<file path="config.mk">
export PLATFORM = sky130hd
export DESIGN_NAME = bcpe_regs
export DESIGN_NICKNAME = d
export VERILOG_FILES = /design/src/rtl/bcpe_pkg.sv /design/src/rtl/bcpe_regs.sv
export SDC_FILE = /design/constraint.sdc
export NUM_CORES = 1
export LEC_CHECK = 0
export ABC_CLOCK_PERIOD_IN_PS = 2000
export CAP_MARGIN = 20
export CORE_MARGIN = 3
export CORE_UTILIZATION = 49
export DETAILED_ROUTE_END_ITERATION = 10
export DONT_BUFFER_PORTS = 1
export SYNTH_ARGS = -nofsm -noshare
export SYNTH_HDL_FRONTEND = slang
export SYNTH_SLANG_ARGS = --single-unit
</file>
<file path="constraint.sdc">
create_clock -name clk -period 2 [get_ports clk]
set_clock_uncertainty 0.2 [all_clocks]
set_input_delay 0.2 -clock clk [delete_from_list [all_inputs] [get_ports clk]]
set_output_delay 0.2 -clock clk [all_outputs]
set_load 0.01 [all_outputs]
</file>
<file path="src/rtl/bcpe_pkg.sv">
`timescale 1ns / 1ps
`default_nettype none

package bcpe_pkg;

    // Default geometry
    localparam int COORD_WIDTH_DEF     = 16;
    localparam int PARAM_FRAC_BITS_DEF = 16;

    // Fixed field widths
    localparam int TIME_W    = 16;
    localparam int SPAN_W    = 15;
    localparam int POINT_W   = 48;
    localparam int MODE_W    = 2;
    localparam int NUM_PTS   = 4;
    localparam int NUM_AXES  = 3;

    // Extra bits on a weight above the fraction (headroom for 2x and 3x terms)
    localparam int WGT_EXTRA = 2;

    // Register port
    localparam int APB_ADDR_W = 6;
    localparam int APB_DATA_W = 64;
    localparam int APB_IDX_LO = 3;

    // Curve degree; the unused code 3 evaluates as cubic
    typedef enum logic [MODE_W-1:0] {
        MODE_LINEAR = 2'd0,
        MODE_QUAD   = 2'd1,
        MODE_CUBIC  = 2'd2
    } curve_mode_t;

    // Register indexes
    typedef enum logic [2:0] {
        REG_MODE   = 3'd0,
        REG_POINT0 = 3'd1,
        REG_POINT1 = 3'd2,
        REG_POINT2 = 3'd3,
        REG_POINT3 = 3'd4,
        REG_SPAN   = 3'd5
    } reg_idx_t;

    // Configuration seen by the datapath; span is never zero here
    typedef struct packed {
        curve_mode_t                      mode;
        logic [NUM_PTS-1:0][POINT_W-1:0]  points;
        logic [SPAN_W-1:0]                span;
    } cfg_t;

endpackage

`default_nettype wire

</file>
<file path="src/rtl/bcpe_regs.sv">
`timescale 1ns / 1ps
`default_nettype none

module bcpe_regs (
    input  wire logic                            clk,
    input  wire logic                            rst_n,
    input  wire logic                            psel,
    input  wire logic                            penable,
    input  wire logic                            pwrite,
    input  wire logic [bcpe_pkg::APB_ADDR_W-1:0] paddr,
    input  wire logic [bcpe_pkg::APB_DATA_W-1:0] pwdata,
    output logic      [bcpe_pkg::APB_DATA_W-1:0] prdata,
    output logic                                 pready,
    output bcpe_pkg::cfg_t                       cfg
);

    localparam int DW = bcpe_pkg::APB_DATA_W;
    localparam int PW = bcpe_pkg::POINT_W;
    localparam int SW = bcpe_pkg::SPAN_W;

    bcpe_pkg::curve_mode_t                                      mode_reg;
    logic [bcpe_pkg::NUM_PTS-1:0][PW-1:0]                       point_reg;
    logic [SW-1:0]                                              span_reg;
    bcpe_pkg::reg_idx_t                                         idx;
    logic                                                       wr_en;

    assign pready = 1'b1;
    assign idx    = bcpe_pkg::reg_idx_t'(paddr[bcpe_pkg::APB_ADDR_W-1:bcpe_pkg::APB_IDX_LO]);
    assign wr_en  = psel && penable && pwrite && pready;

    // Register writes
    always_ff @(posedge clk or negedge rst_n)
    begin
        if (!rst_n)
        begin
            mode_reg  <= bcpe_pkg::MODE_LINEAR;
            point_reg <= '0;
            span_reg  <= SW'(1);
        end
        else if (wr_en)
        begin
            unique case (idx)
                bcpe_pkg::REG_MODE:
                    mode_reg <= bcpe_pkg::curve_mode_t'(pwdata[bcpe_pkg::MODE_W-1:0]);
                bcpe_pkg::REG_POINT0: point_reg[0] <= pwdata[PW-1:0];
                bcpe_pkg::REG_POINT1: point_reg[1] <= pwdata[PW-1:0];
                bcpe_pkg::REG_POINT2: point_reg[2] <= pwdata[PW-1:0];
                bcpe_pkg::REG_POINT3: point_reg[3] <= pwdata[PW-1:0];
                bcpe_pkg::REG_SPAN:   span_reg     <= pwdata[SW-1:0];
                default: ;
            endcase
        end
    end

    // Read back
    always_comb
    begin
        unique case (idx)
            bcpe_pkg::REG_MODE:   prdata = DW'(mode_reg);
            bcpe_pkg::REG_POINT0: prdata = DW'(point_reg[0]);
            bcpe_pkg::REG_POINT1: prdata = DW'(point_reg[1]);
            bcpe_pkg::REG_POINT2: prdata = DW'(point_reg[2]);
            bcpe_pkg::REG_POINT3: prdata = DW'(point_reg[3]);
            bcpe_pkg::REG_SPAN:   prdata = DW'(span_reg);
            default:              prdata = '0;
        endcase
    end

    // A zero duration acts as one tick
    always_comb
    begin
        cfg.mode   = mode_reg;
        cfg.points = point_reg;
        cfg.span   = (span_reg == '0) ? SW'(1) : span_reg;
    end

endmodule

`default_nettype wire

</file>
==> out/metrics.cfg <==
[setup_path]
crit_arrival_ns=1.60
worst_ep_required_time_ns=1.60
worst_setup_path_start_kind=flop
reg2reg_depth=2
critPathKind=reg2out
cp_max_fo=4
end_kind=primary output

[global_route]
grt_pass1_wl_um=42400
grt_use_total_pct=24.6
antenna_found_initial=0
grt_max_degree=210
overflow=0
grt_pass1_vias=6990

[drt]
drt_wl_total_um=27600
drt_iter0_markers=250
firstDrtPassIters=4
route.detailed.drc=0
drt.antenna.violating_nets=0
wl_per_cell_um=25.6
vias=6439
vias_per_cell=5.96

[sta]
rsz0062_at_grt=yes
fin_ws_ns=-0.00312
setup-violations-final=2
period_share_pct=100
hold_violations=209
finalMaxSlewViolations=0
worst_pin_slew_ns=1.13
fin_setup_tns_ns=-0.00525
fmax_ghz=0.499
whs_ns=-0.790
relSlewSlack_pct=24.5
period_needed_ns=2.00

[final_layout]
drive_above_1_share_pct=43.3
final_common_cell=mux2_2
diodes=0
layout.nets=881
nFillCells=1494
design_area_sq_mm=0.0120
multi_input_area_sq_mm=0.00447
final_cell_mix=mux2_2 (186), dfrtp_1 (170), dlygate4sd3_1 (87)
area_growth_pct=22.6
ff_latch_area_sq_mm=0.00528
largest_register_ffs=192

[clock_network]
ctsHoldBuffers=89
clkLatencyLatePin_ns=0.49
cts_tree=yes
cts_made_buffers=23
clock_sinks=209
clkTransAtPathRegs_ns=0.06
htreeDepth=1
cts-root-buf=clkbuf_16
clk_path_buf_depth=3

[pwr]
power.total_mw=12.4
vdd_drop_max_mv=0.615
power-per-cell-area_mw_per_mm2=1030
power_leakage_nw=5.29

[run_status]
failed_checks=hold timing, setup timing
status=complete, but fails checks

[placed_design]
gp_congestion=0.814
place_area_sq_mm=0.0101
hpwl_um=17000
port_buffers=0

[floorplan]
num_io_pins=349
coreArea_sq_mm=0.0195
start_util_pct=50.1
die_x_um=147
placementRows=51
fp.dieArea_sq_mm=0.0217
die_height_um=147

[synth]
ys_ff_latch=209
postSynthCellCount=732
synth.cell_area_sq_mm=0.00979
synthFlopType=dfrtp_1
async_flop_share_pct=100
yosysUniqueCellTypes=40
synth_seq_area_share_pct=53.4
yosysWarnings=0
avgSynthCellArea_sq_um=13.4
synth_edf_count=0

[min_path]
hp-class=in2async

[job]
max_cap_viol_count=0

[synthesized netlist by cell type, types with 2 or more instances]
cell	number	area [sq um]
mux2_2	204	2300
nand2_1	32	120
o21a_1	13	97.6
nor2_1	16	60.1
o21ai_1	5	25.0
buf_6	8	90.1
buf_2	24	120
clkbuf_1	27	101
nand3_1	2	10.0
dfrtp_1	208	5200
a221oi_1	12	105
mux2i_1	18	180
buf_4	23	173
conb_1	2	7.51
nor2_2	2	12.5
nor4_1	3	18.8
a22oi_1	32	240
o21ai_0	27	135
nor2b_1	3	18.8
nand3b_1	2	15.0
mux2_1	50	563
[kinds of logic after synthesis]
family | Yosys count | synth area share (%)
other cells | 2 | 0.0767
compound gates | 97 | 6.81
buf+inv | 83 | 4.98
flops | 209 | 53.4
mux | 272 | 31.1
simple gates | 69 | 3.63
[what timing repair did]
action	4_1_cts	5_1_grt
buffers inserted	0	0
endpoints found under the setup margin	24	42
pin swaps	7	10
hold endpoints to repair	418	209
gates resized for setup	60	58
[power breakdown]
| group | leakage (nW) | internal [mW] | total, mW | switching [mW] |
|---|---|---|---|---|
| combinational | 2.33 | 1.31 | 2.01 | 0.709 |
| sequential | 2.62 | 5.09 | 6.45 | 1.36 |
| clock | 0.333 | 2.32 | 3.90 | 1.58 |
[critical path: stages (launching register included)]
cell	delay, ns
dfrtp_2	0.46
mux2_2	0.30
a221oi_2	0.24
nor2_1	0.11
[final timing paths]
check / startpoint / to / slack (ns)
max in group asynchronous: rst_n / cfg[126] / 1.85
max reg2reg: mode_reg[0] / mode_reg[0] / 0.34
max: span_reg[4] / prdata[4] / -0.003
min in group clk: paddr[3] / span_reg[1] / 0.03
min: rst_n / cfg[141] / -0.79
min reg2reg: cfg[148] / cfg[148] / 0.37
[per-layer routing]
| layer | track usage [%] | share of wire (%) | vias up |
|---|---|---|---|
| met1 | 29.9 | 38 | 3326 |
| met5 | 0 | 0 | - |
| met4 | 6.34 | 2.2 | 0 |
| li1 | - | - | 2758 |
| met3 | 8.30 | 9.3 | 46 |
| met2 | 42.5 | 50 | 309 |
[per-stage QoR]
step | hold slack [ns] | setup slack [ns] | utilization (%) | std cells
6_report | -0.790 | -0.00312 | 61.5 | 1080
3_5_place_dp | -0.289 | -0.00534 | 51.7 | 959
3_3_place_gp | -0.290 | 0.0190 | 51.7 | 959
4_1_cts | -0.810 | -0.0306 | 60.5 | 1082
5_1_grt | -0.809 | -0.0738 | 61.5 | 1080
2_1_floorplan | -0.296 | 0.355 | - | 747
[cell type report]
class / count / area share (%)
timing repair buffer: 117 / 10.4
clock inverter: 3 / 0.334
tap: 265 / 2.76
clock buffer: 31 / 5.29
multi-input combinational: 455 / 37.2
sequential: 209 / 44.0
No activity file was read; power rests on OpenSTA's default activity.
