`src/rtl/bcpe_pkg.sv`:
```
`timescale 1ns / 1ps
`default_nettype none

package bcpe_pkg;

    // Default geometry
    localparam int COORD_WIDTH_DEF     = 16;
    localparam int PARAM_FRAC_BITS_DEF = 16;

    // Fixed field widths
    localparam int TIME_W    = 16;
    localparam int SPAN_W    = 15;
    localparam int POINT_W   = 48;
    localparam int MODE_W    = 2;
    localparam int NUM_PTS   = 4;
    localparam int NUM_AXES  = 3;

    // Extra bits on a weight above the fraction (headroom for 2x and 3x terms)
    localparam int WGT_EXTRA = 2;

    // Register port
    localparam int APB_ADDR_W = 6;
    localparam int APB_DATA_W = 64;
    localparam int APB_IDX_LO = 3;

    // Curve degree; the unused code 3 evaluates as cubic
    typedef enum logic [MODE_W-1:0] {
        MODE_LINEAR = 2'd0,
        MODE_QUAD   = 2'd1,
        MODE_CUBIC  = 2'd2
    } curve_mode_t;

    // Register indexes
    typedef enum logic [2:0] {
        REG_MODE   = 3'd0,
        REG_POINT0 = 3'd1,
        REG_POINT1 = 3'd2,
        REG_POINT2 = 3'd3,
        REG_POINT3 = 3'd4,
        REG_SPAN   = 3'd5
    } reg_idx_t;

    // Configuration seen by the datapath; span is never zero here
    typedef struct packed {
        curve_mode_t                      mode;
        logic [NUM_PTS-1:0][POINT_W-1:0]  points;
        logic [SPAN_W-1:0]                span;
    } cfg_t;

endpackage

`default_nettype wire

```
`src/rtl/bcpe_div.sv`:
```
`timescale 1ns / 1ps
`default_nettype none

// Time-to-parameter divider: one quotient bit per stage, then clamp to 1.0
module bcpe_div #(
    parameter int PARAM_FRAC_BITS = bcpe_pkg::PARAM_FRAC_BITS_DEF
) (
    input  wire logic                          clk,
    input  wire logic                          rst_n,
    input  wire logic [bcpe_pkg::SPAN_W-1:0]   span,
    input  wire logic                          in_valid,
    output logic                               in_ready,
    input  wire logic [bcpe_pkg::TIME_W-1:0]   in_time,
    output logic                               out_valid,
    input  wire logic                          out_ready,
    output logic [PARAM_FRAC_BITS:0]           out_u
);

    localparam int F  = PARAM_FRAC_BITS;
    localparam int TW = bcpe_pkg::TIME_W;
    localparam int SW = bcpe_pkg::SPAN_W;
    localparam int NW = TW + F;
    localparam int S  = NW + 2;
    localparam logic [F:0] ONE_U = (F + 1)'(1) << F;

    logic [S-1:0]    vld_reg;
    logic [S-1:0]    vld_in;
    logic [S:0]      rdy;

    logic [NW-1:0]   num_reg [NW+1];
    logic [SW-1:0]   rem_reg [NW+1];
    logic [F:0]      q_reg   [NW+1];
    logic            ovf_reg [NW+1];
    logic [F:0]      u_reg;

    logic            tpos;
    logic [NW-1:0]   num0;

    // Ready chain: a stage takes new data when empty or when it moves on
    assign rdy[S] = out_ready;
    for (genvar gi = 0; gi < S; gi++)
    begin : g_rdy
        assign rdy[gi] = !vld_reg[gi] || rdy[gi + 1];
    end

    assign vld_in   = {vld_reg[S-2:0], in_valid};
    assign in_ready = rdy[0];

    always_ff @(posedge clk or negedge rst_n)
    begin
        if (!rst_n)
        begin
            vld_reg <= '0;
        end
        else
        begin
            for (int i = 0; i < S; i++)
            begin
                if (rdy[i])
                begin
                    vld_reg[i] <= vld_in[i];
                end
            end
        end
    end

    // Numerator t * 2^F + span/2; a time at or below zero gives zero
    assign tpos = (in_time != '0) && !in_time[TW-1];
    assign num0 = tpos ? ((NW'(in_time[TW-2:0]) << F) + NW'(span[SW-1:1])) : '0;

    always_ff @(posedge clk)
    begin
        if (rdy[0])
        begin
            num_reg[0] <= num0;
            rem_reg[0] <= '0;
            q_reg[0]   <= '0;
            ovf_reg[0] <= 1'b0;
        end
    end

    // Restoring division, one numerator bit per stage
    for (genvar gi = 1; gi <= NW; gi++)
    begin : g_step
        logic [SW:0] trial;
        logic        ge;

        assign trial = {rem_reg[gi-1], num_reg[gi-1][NW-1]};
        assign ge    = trial >= {1'b0, span};

        always_ff @(posedge clk)
        begin
            if (rdy[gi])
            begin
                num_reg[gi] <= {num_reg[gi-1][NW-2:0], 1'b0};
                rem_reg[gi] <= ge ? SW'(trial - {1'b0, span}) : trial[SW-1:0];
                q_reg[gi]   <= {q_reg[gi-1][F-1:0], ge};
                ovf_reg[gi] <= ovf_reg[gi-1] | q_reg[gi-1][F];
            end
        end
    end

    // Clamp the quotient to 1.0
    always_ff @(posedge clk)
    begin
        if (rdy[S-1])
        begin
            u_reg <= (ovf_reg[NW] || (q_reg[NW][F] && (|q_reg[NW][F-1:0])))
                     ? ONE_U : q_reg[NW];
        end
    end

    assign out_valid = vld_reg[S-1];
    assign out_u     = u_reg;

endmodule

`default_nettype wire

```
`config.mk`:
```
export PLATFORM = sky130hd
export DESIGN_NAME = bcpe_div
export DESIGN_NICKNAME = d
export VERILOG_FILES = /design/src/rtl/bcpe_pkg.sv /design/src/rtl/bcpe_div.sv
export SDC_FILE = /design/constraint.sdc
export NUM_CORES = 2
export LEC_CHECK = 0
export ABC_AREA = 1
export BUFFER_PORTS_ARGS = -buffer_cell sky130_fd_sc_hd__buf_2
export CAP_MARGIN = 10
export CORE_MARGIN = 4
export CORE_UTILIZATION = 57
export DETAILED_ROUTE_END_ITERATION = 8
export PLACE_DENSITY = 0.88
export SLEW_MARGIN = 20
export SYNTH_ARGS = -nofsm -noshare
export SYNTH_HDL_FRONTEND = slang
export SYNTH_SLANG_ARGS = --single-unit
```
`constraint.sdc`:
```
create_clock -name clk -period 9 [get_ports clk]
set_input_delay 0.9 -clock clk [delete_from_list [all_inputs] [get_ports clk]]
set_output_delay 0.9 -clock clk [all_outputs]
set_load 0.02 [all_outputs]
```
==> metrics.cfg <==
[status]
outcome=completed

[cts]
htree_levels=4
numCtsBuffers=140
clk_pin_slew_ns=0.06
cts-resized-gates=0
holdBufCountCts=0
cts.path.max_buffers=3
cts.sinks=1431
cts_tree=done
post_cts_buffers=0
cts-root-buf=clkbuf_16
clock_latency_ns=0.76

[global_route]
grt_max_degree=49
grt_overflow=0
grt_first_pass_wirelength_microns=220400
antenna_found_initial=1
grt_pass1_vias=42648
track_usage_pct=22.88

[placed_design]
gp_congestion=0.8597
pre_cts_slack_ns=1.270
port_buffers=53
dp.cells=6808
dp_hpwl_microns=86370

[route]
avgViaCountPerCell=5.862
drt_iter0_drc=3996
top_layer_used=met5
wl_met1_microns=48860
wl_per_cell_microns=19.80
num_vias=41415
drc=0
antenna_left=0
wl_met2_microns=71940
finalWirelength_microns=139900
route.met3.wl_microns=9785
drt-pass1-iter-count=6

[timing]
fmax_ghz=0.1268
slew_headroom_pct=27.65
hold_viol=0
tightest_slew_ns=1.084
fin_ws_ns=1.116
fin_crit_sh_pct=87.61
fin_setup_tns_ns=0
clock-skew-final_ns=0.03720
rsz0062_at_grt=no
fin_crit_ns=7.884
maxSlewViolCount=0
setup_viol=0

[logic_synthesis]
netlist-cell-type-count=54
synth-main-ff-cell=edfxtp_1
ys_seq_elements=1431
synth-seq-area-share_pct=64.75
synthTopCellsByArea=edfxtp_1 (63%), ha_1 (8.8%), a21oi_1 (4.3%), nor2_1 (3.6%), nand2_1 (3.3%)
synth_edf_count=1397
post-synth-top-area-cell=edfxtp_1
synth_most_common_cell=edfxtp_1
yosysWarnings=0
synth_top_area_share_pct=63.47
syn_avg_cell_area_sq_um=12.54
synth_cells=5273
synth_common_cells=edfxtp_1 (1,397), nor2_1 (637), nand2_1 (585)
synth_area_sq_um=66100
async_flop_share_pct=2.376

[worst_setup_path]
start_kind=register
r2r_end=num_reg[0][2]$_SDFFCE_PN0P_
r2r_cells=22
critical_path_class=reg -> out
crit_end=in_ready
worst_setup_path_end_kind=output port
cp.required_ns=8.10
rrSetupSlack_ns=2.66
worstPathArrival_ns=6.98
critPathMaxFanout=47
crit_start=vld_reg[33]$_DFFE_PN0P_
reg2reg_from=vld_reg[33]$_DFFE_PN0P_

[power_and_ir_drop]
power_w=0.02663
p_per_area_nw_per_um2=364.8
p_leak_nw=29.61
peakVddDrop_mv=0.2509

[floorplan]
initial_core_util_pct=57.65
fp.dieH_microns=348.5
dieArea_sq_um=121500
core_area_sq_um=114700
pin_count=54
fp-row-count=124
chipWidth_microns=348.5

[run]
maxCapViolations=0

[cells_and_area]
area_delta_synth_final_pct=10.43
drive_gt1_share_pct=7.187
largest_reg_flops=492
stdcell_count=7065
fin_util_pct=63.66
nets=5971

[min_path]
hold_class=in -> async

[where the power goes]
part	total (W)	leakage [nW]	switching, W	internal [W]
clock network	0.00589	2.27	0.00251	0.00338
registers	0.0114	14.9	0.00102	0.0104
logic	0.00937	12.5	0.00581	0.00356
[layout by cell type (no fill, tap or decap), drive strengths merged, types with 61 or more instances in the layout]
| cell type | count |
|---|---|
| xnor2 | 130 |
| xor2 | 216 |
| o21ai | 188 |
| clkinv | 61 |
| a21oi | 574 |
| nor2 | 647 |
| inv | 452 |
| nand2 | 599 |
| buf | 96 |
| clkbuf | 176 |
| nand3 | 67 |
| ha | 466 |
| edfxtp | 1397 |
[cell type report]
class,instances,area [sq um]
tap,1512,1892
fill,7536,41660
inverter,452,1697
antenna,1,2.502
sequential,1431,42800
timing repair buffer,96,611.8
multi-input combinational,3319,21350
clock buffer,176,3814
clock inverter,78,828.3
[critical path: stages, from the launching register on]
cell and delay, ns:
dfrtp_1 0.38, nand3_2 0.47, nor2_4 0.31, nand4_4 0.09, buf_4 0.30, nor2_4 0.19, nand4_4 0.09, buf_4 0.33
nor2_4 0.20, nand4_4 0.08, buf_4 0.33, nor2_4 0.22, nand4_4 0.12, nor2_4 0.16, nand4_4 0.13, nor2_4 0.20
nand4_4 0.09, buf_4 0.34, nor2_4 0.21, nand4_4 0.08, buf_4 0.33, nor2_4 0.29, nand4_2 0.79, buf_2 0.46
[per-layer routing]
layer  GRT usage, %  up-vias
met5              0        -
met1          25.36    19774
li1               -    19172
met3          3.973      593
met2          41.16     1874
met4          13.88        2
[worst min-delay path by stage]
stage,start,end,slack (ns),cells past startpoint
2_1_floorplan,num_reg[0][67]$_DFFE_PP_,num_reg[0][100]$_DFFE_PP_,0.40,0
3_3_place_gp,num_reg[0][573]$_DFFE_PP_,num_reg[0][606]$_DFFE_PP_,0.40,0
5_1_grt,rst_n,vld_reg[31]$_DFFE_PN0P_,0.02,1
6_report,rst_n,vld_reg[31]$_DFFE_PN0P_,0.04,1
3_5_place_dp,num_reg[0][85]$_DFFE_PP_,num_reg[0][118]$_DFFE_PP_,0.40,0
4_1_cts,rst_n,vld_reg[30]$_DFFE_PN0P_,0.31,1
[kinds of logic after synthesis]
group           Yosys count  synth area share, %
simple gates           1522                9.851
flops                  1431                64.75
compound gates          945                7.909
buf+inv                 529                3.116
fa+ha+maj               496                9.730
xor+xnor                346                4.585
mux                       3              0.05111
other cells               1             0.005673
[metrics by stage]
| stage | hold WS, ns | area, sq um |
|---|---|---|
| after floorplan | 0.4003 | 66120 |
| after global placement | 0.4002 | 68270 |
| after detailed placement | 0.4045 | 68290 |
| after CTS | 0.3054 | 72930 |
| after global routing | 0.02456 | 72990 |
| final | 0.04047 | 73000 |
Note: power is estimated with default switching activity, not from simulation.
