--- src/rtl/bcpe_pkg.sv ---
`timescale 1ns / 1ps
`default_nettype none

package bcpe_pkg;

    // Default geometry
    localparam int COORD_WIDTH_DEF     = 16;
    localparam int PARAM_FRAC_BITS_DEF = 16;

    // Fixed field widths
    localparam int TIME_W    = 16;
    localparam int SPAN_W    = 15;
    localparam int POINT_W   = 48;
    localparam int MODE_W    = 2;
    localparam int NUM_PTS   = 4;
    localparam int NUM_AXES  = 3;

    // Extra bits on a weight above the fraction (headroom for 2x and 3x terms)
    localparam int WGT_EXTRA = 2;

    // Register port
    localparam int APB_ADDR_W = 6;
    localparam int APB_DATA_W = 64;
    localparam int APB_IDX_LO = 3;

    // Curve degree; the unused code 3 evaluates as cubic
    typedef enum logic [MODE_W-1:0] {
        MODE_LINEAR = 2'd0,
        MODE_QUAD   = 2'd1,
        MODE_CUBIC  = 2'd2
    } curve_mode_t;

    // Register indexes
    typedef enum logic [2:0] {
        REG_MODE   = 3'd0,
        REG_POINT0 = 3'd1,
        REG_POINT1 = 3'd2,
        REG_POINT2 = 3'd3,
        REG_POINT3 = 3'd4,
        REG_SPAN   = 3'd5
    } reg_idx_t;

    // Configuration seen by the datapath; span is never zero here
    typedef struct packed {
        curve_mode_t                      mode;
        logic [NUM_PTS-1:0][POINT_W-1:0]  points;
        logic [SPAN_W-1:0]                span;
    } cfg_t;

endpackage

`default_nettype wire

--- src/rtl/bcpe_wgt.sv ---
`timescale 1ns / 1ps
`default_nettype none

// Bernstein weights of the selected degree
module bcpe_wgt #(
    parameter int PARAM_FRAC_BITS = bcpe_pkg::PARAM_FRAC_BITS_DEF
) (
    input  wire logic                         clk,
    input  wire logic                         rst_n,
    input  wire bcpe_pkg::curve_mode_t        mode,
    input  wire logic                         in_valid,
    output logic                              in_ready,
    input  wire logic [PARAM_FRAC_BITS:0]     in_u,
    output logic                              out_valid,
    input  wire logic                         out_ready,
    output logic [bcpe_pkg::NUM_PTS-1:0][PARAM_FRAC_BITS+bcpe_pkg::WGT_EXTRA-1:0] out_w
);

    localparam int F   = PARAM_FRAC_BITS;
    localparam int WW  = F + bcpe_pkg::WGT_EXTRA;
    localparam int PRW = 2 * F + 2;
    localparam int S   = 4;
    localparam logic [F:0]     ONE_U  = (F + 1)'(1) << F;
    localparam logic [PRW-1:0] HALF_P = PRW'(1) << (F - 1);

    logic [S-1:0]  vld_reg;
    logic [S-1:0]  vld_in;
    logic [S:0]    rdy;

    // Stage 0: raw squares and cross product
    logic [F:0]      v0;
    logic [F:0]      u0_reg, v0_reg;
    logic [PRW-1:0]  vvp_reg, uup_reg, uvp_reg;
    // Stage 1: rounded second-order terms
    logic [PRW-1:0]  vvs, uus, uvs;
    logic [F:0]      u1_reg, v1_reg, vv1_reg, uu1_reg, uv1_reg;
    // Stage 2: raw cubic products
    logic [F:0]      u2_reg, v2_reg, vv2_reg, uu2_reg, uv2_reg;
    logic [PRW-1:0]  c0_reg, c1_reg, c2_reg, c3_reg;
    // Stage 3: rounded, scaled and selected weights
    logic [PRW-1:0]  c0s, c1s, c2s, c3s;
    logic [F:0]      rc0, rc1, rc2, rc3;
    logic [bcpe_pkg::NUM_PTS-1:0][WW-1:0] w_next, w_reg;

    assign rdy[S] = out_ready;
    for (genvar gi = 0; gi < S; gi++)
    begin : g_rdy
        assign rdy[gi] = !vld_reg[gi] || rdy[gi + 1];
    end

    assign vld_in   = {vld_reg[S-2:0], in_valid};
    assign in_ready = rdy[0];

    always_ff @(posedge clk or negedge rst_n)
    begin
        if (!rst_n)
        begin
            vld_reg <= '0;
        end
        else
        begin
            for (int i = 0; i < S; i++)
            begin
                if (rdy[i])
                begin
                    vld_reg[i] <= vld_in[i];
                end
            end
        end
    end

    // Stage 0: v = 1 - u, then squares
    assign v0 = ONE_U - in_u;

    always_ff @(posedge clk)
    begin
        if (rdy[0])
        begin
            u0_reg  <= in_u;
            v0_reg  <= v0;
            vvp_reg <= PRW'(v0) * PRW'(v0);
            uup_reg <= PRW'(in_u) * PRW'(in_u);
            uvp_reg <= PRW'(in_u) * PRW'(v0);
        end
    end

    // Stage 1: round to nearest
    assign vvs = vvp_reg + HALF_P;
    assign uus = uup_reg + HALF_P;
    assign uvs = uvp_reg + HALF_P;

    always_ff @(posedge clk)
    begin
        if (rdy[1])
        begin
            u1_reg  <= u0_reg;
            v1_reg  <= v0_reg;
            vv1_reg <= vvs[2*F:F];
            uu1_reg <= uus[2*F:F];
            uv1_reg <= uvs[2*F:F];
        end
    end

    // Stage 2: cubic products
    always_ff @(posedge clk)
    begin
        if (rdy[2])
        begin
            u2_reg  <= u1_reg;
            v2_reg  <= v1_reg;
            vv2_reg <= vv1_reg;
            uu2_reg <= uu1_reg;
            uv2_reg <= uv1_reg;
            c0_reg  <= PRW'(vv1_reg) * PRW'(v1_reg);
            c1_reg  <= PRW'(vv1_reg) * PRW'(u1_reg);
            c2_reg  <= PRW'(uu1_reg) * PRW'(v1_reg);
            c3_reg  <= PRW'(uu1_reg) * PRW'(u1_reg);
        end
    end

    // Stage 3: round cubic terms and pick the weights of the degree
    assign c0s = c0_reg + HALF_P;
    assign c1s = c1_reg + HALF_P;
    assign c2s = c2_reg + HALF_P;
    assign c3s = c3_reg + HALF_P;
    assign rc0 = c0s[2*F:F];
    assign rc1 = c1s[2*F:F];
    assign rc2 = c2s[2*F:F];
    assign rc3 = c3s[2*F:F];

    always_comb
    begin
        case (mode)
            bcpe_pkg::MODE_LINEAR:
            begin
                w_next[0] = WW'(v2_reg);
                w_next[1] = WW'(u2_reg);
                w_next[2] = '0;
                w_next[3] = '0;
            end
            bcpe_pkg::MODE_QUAD:
            begin
                w_next[0] = WW'(vv2_reg);
                w_next[1] = WW'({uv2_reg, 1'b0});
                w_next[2] = WW'(uu2_reg);
                w_next[3] = '0;
            end
            default:
            begin
                w_next[0] = WW'(rc0);
                w_next[1] = WW'({rc1, 1'b0}) + WW'(rc1);
                w_next[2] = WW'({rc2, 1'b0}) + WW'(rc2);
                w_next[3] = WW'(rc3);
            end
        endcase
    end

    always_ff @(posedge clk)
    begin
        if (rdy[3])
        begin
            w_reg <= w_next;
        end
    end

    assign out_valid = vld_reg[S-1];
    assign out_w     = w_reg;

endmodule

`default_nettype wire

--- config.mk ---
export PLATFORM = sky130hd
export DESIGN_NAME = bcpe_wgt
export DESIGN_NICKNAME = d
export VERILOG_FILES = /design/src/rtl/bcpe_pkg.sv /design/src/rtl/bcpe_wgt.sv
export SDC_FILE = /design/constraint.sdc
export NUM_CORES = 2
export LEC_CHECK = 0
export ABC_AREA = 1
export BUFFER_PORTS_ARGS = -buffer_cell sky130_fd_sc_hd__clkbuf_2
export CORE_MARGIN = 2
export CORE_UTILIZATION = 58
export CTS_BUF_LIST = sky130_fd_sc_hd__clkbuf_8
export CTS_CLUSTER_DIAMETER = 60
export DETAILED_ROUTE_END_ITERATION = 12
export PLACE_DENSITY = 0.84
export SLEW_MARGIN = 20
export SYNTH_ARGS = -nofsm -noshare
export SYNTH_HDL_FRONTEND = slang
export SYNTH_SLANG_ARGS = --single-unit
--- constraint.sdc ---
create_clock -name clk -period 16.1 [get_ports clk]
set_clock_uncertainty 0.15 [all_clocks]
set_input_delay 3.22 -clock clk [delete_from_list [all_inputs] [get_ports clk]]
set_output_delay 3.22 -clock clk [all_outputs]
set_load 0.005 [all_outputs]
==> results.cfg <==
[timing]
max_freq_ghz = 0.0920
post-route-min-period_ps = 10870
tns_ps = 0
rsz0062_at_grt = false
final-setup-viol-count = 0
slew_violations = 0
slew_headroom_pct = 30.5
finalCritPeriodShare_pct = 67.5
finalHoldViolations = 0
tightestPinTransition_ps = 1040

[synth]
synth_area_sq_um = 81000
ys_seq_elements = 401
synth_top_area_share_pct = 36.7
ys_types = 54
avgSynthCellArea_sq_um = 8.34
synth_edf_count = 397
synth_area_leader_cell = fa_1
synth.area.top_cells = fa_1 (37%), edfxtp_1 (15%), inv_1 (12%), ha_1 (12%), nand2_1 (11%)
yosysWarnings = 0
netlist_instances = 9712
ys.flop_type = edfxtp_1
synth-seq-area-share_pct = 14.8
async_flop_share_pct = 0.998

[drt]
avgViaCountPerCell = 5.53
wl_per_cell_microns = 19.4
routed_wl_mm = 225
ant_nets = 0
drt_iter0_markers = 5690
first_pass_iters = 8
vias = 63800
drc = 0

[critical_path]
worstSetupStartpointType = primary input
worstSetupPathType = primary input to register
ff2ff_path_depth = 23
cp.arrival_ps = 11280
required_ps = 16510
path_max_fanout = 29
cp-end-kind = register
critPathLaunch = in_u[1]
reg2reg_from = vv1_reg[8]

[place]
post-dp-hpwl_mm = 175
placedCellCount = 11400
portBuffers = 94
gp_congestion = 0.969

[clock_tree]
post_cts_buffers = 0
clk_latency_ps = 820
cts-htree-levels = 3
cts_root_buffer = clkbuf_8
cts.sinks = 401
post_cts_resized = 0
ctsLongestPathBuffers = 3
cts_hold_buf = 0
tritoncts = done
clkSlewWorstSetupHoldPaths_ps = 70
numCtsBuffers = 81

[layout]
stdcell_count = 11600
largest_register_ffs = 70
layout_commonest_cell = inv_1
layout.nets = 11900
layout_common_cells = inv_1 (2595), nand2_1 (2274), fa_1 (1484), ha_1 (772), nor2_1 (491)
drive_gt1_share_pct = 3.88
area_growth_pct = 5.01

[floorplanning]
pin_count = 97
die_w_microns = 378
core_area_sq_um = 139000
rows = 137
start_util_pct = 58.3
dieHeight_microns = 378
dieArea_sq_um = 143000

[global_routing]
overflow = 0
grt_pass1_wl_mm = 362
grt_pass1_vias = 68900
grt_max_degree = 76
grt.total_usage_pct = 32.6
antenna_found_initial = 4

[min_path]
hp-start = u0_reg[14]
min_path_type = register to register
min_path_cells = 0

[flow_run]
cap_viol_max_count = 0

[outcome]
outcome = finished clean
==> final cells by class <==
type | instances | area [sq um]
inverter | 2615 | 9830
clock inverter | 59 | 768
sequential | 401 | 12000
timing repair buffer | 193 | 1210
multi-input combinational | 6323 | 57800
antenna | 7 | 17.5
clock buffer | 81 | 1110
fill | 11500 | 53900
tap | 1876 | 2350
==> cell families after synthesis <==
kind of cell	after synthesis	share of synthesized area, %
AO/OA/AOI/OAI	686	4.76
XOR/XNOR	221	2.39
adder cells (fa/ha/maj)	2256	48.6
buffers and inverters	2989	13.9
flip-flops	401	14.8
other	1	0.00463
AND/OR/NAND/NOR	3158	15.6
==> critical path, stage by stage <==
cell      delay [ps]
clkbuf_2          70
buf_4            360
clkinv_1         390
ha_1             330
nand3_1          140
nor3_1           100
nand2_1          110
nor4_1            70
ha_1             980
clkinv_1         610
nand2_1          250
fa_1             480
fa_1             560
inv_1             50
fa_1             480
fa_1             520
fa_1             500
inv_1             50
fa_1             480
inv_1             40
ha_1             360
a21o_1           230
a31oi_1          230
o21ai_0          180
a21oi_1          150
o21ai_0          110
xor2_1           160
==> path summary, 6_finish.rpt <==
| check | to | slack [ps] |
|---|---|---|
| setup / recovery | vvp_reg[27] | 5230 |
| hold / removal | u1_reg[14] | 260 |
| setup reg to reg | c0_reg[32] | 9450 |
| hold reg to reg | u1_reg[14] | 260 |
| max in group asynchronous | vld_reg[2] | 13620 |
| min in group asynchronous | vld_reg[3] | 2040 |
==> routing by layer <==
| metal | part of all wire, % | track usage, % | vias up |
|---|---|---|---|
| met5 | 0.011 | 0 | - |
| met4 | 6.5 | 18.9 | 4 |
| met3 | 9.6 | 6.29 | 836 |
| met2 | 46 | 53.0 | 3308 |
| met1 | 37 | 40.7 | 31200 |
| li1 | - | - | 28500 |
==> synthesized netlist by cell type, types with 11 or more instances <==
cell         n
a21boi_0    12
a21o_1      35
a21oi_1    322
a31oi_1     20
clkbuf_1   354
clkinv_1    17
edfxtp_1   397
fa_1      1484
ha_1       772
inv_1     2591
nand2_1   2275
nand3_1    195
nand4_1     43
nor2_1     493
nor2_2      20
nor3_1      77
nor4_1      16
o211ai_1    19
o21a_1      13
o21ai_0    189
o21bai_1    41
o311ai_0    11
xnor2_1     87
xor2_1     134
==> metrics by stage <==
| stage | area (sq um) | hold slack, ps | setup WS (ps) | utilization, % |
|---|---|---|---|---|
| after detailed placement | 83200 | 255 | 4520 | 59.9 |
| after floorplan | 81000 | 250 | 2630 | - |
| after global placement | 83200 | 254 | 4710 | 59.9 |
| after CTS | 85100 | 259 | 5380 | 61.2 |
| final | 85100 | 263 | 5230 | 61.2 |
| after global routing | 85100 | 251 | 4820 | 61.2 |
Power is left out: the tool's default activity adds up to more than one toggle a clock period on the data nets, which glitch-free logic cannot reach.
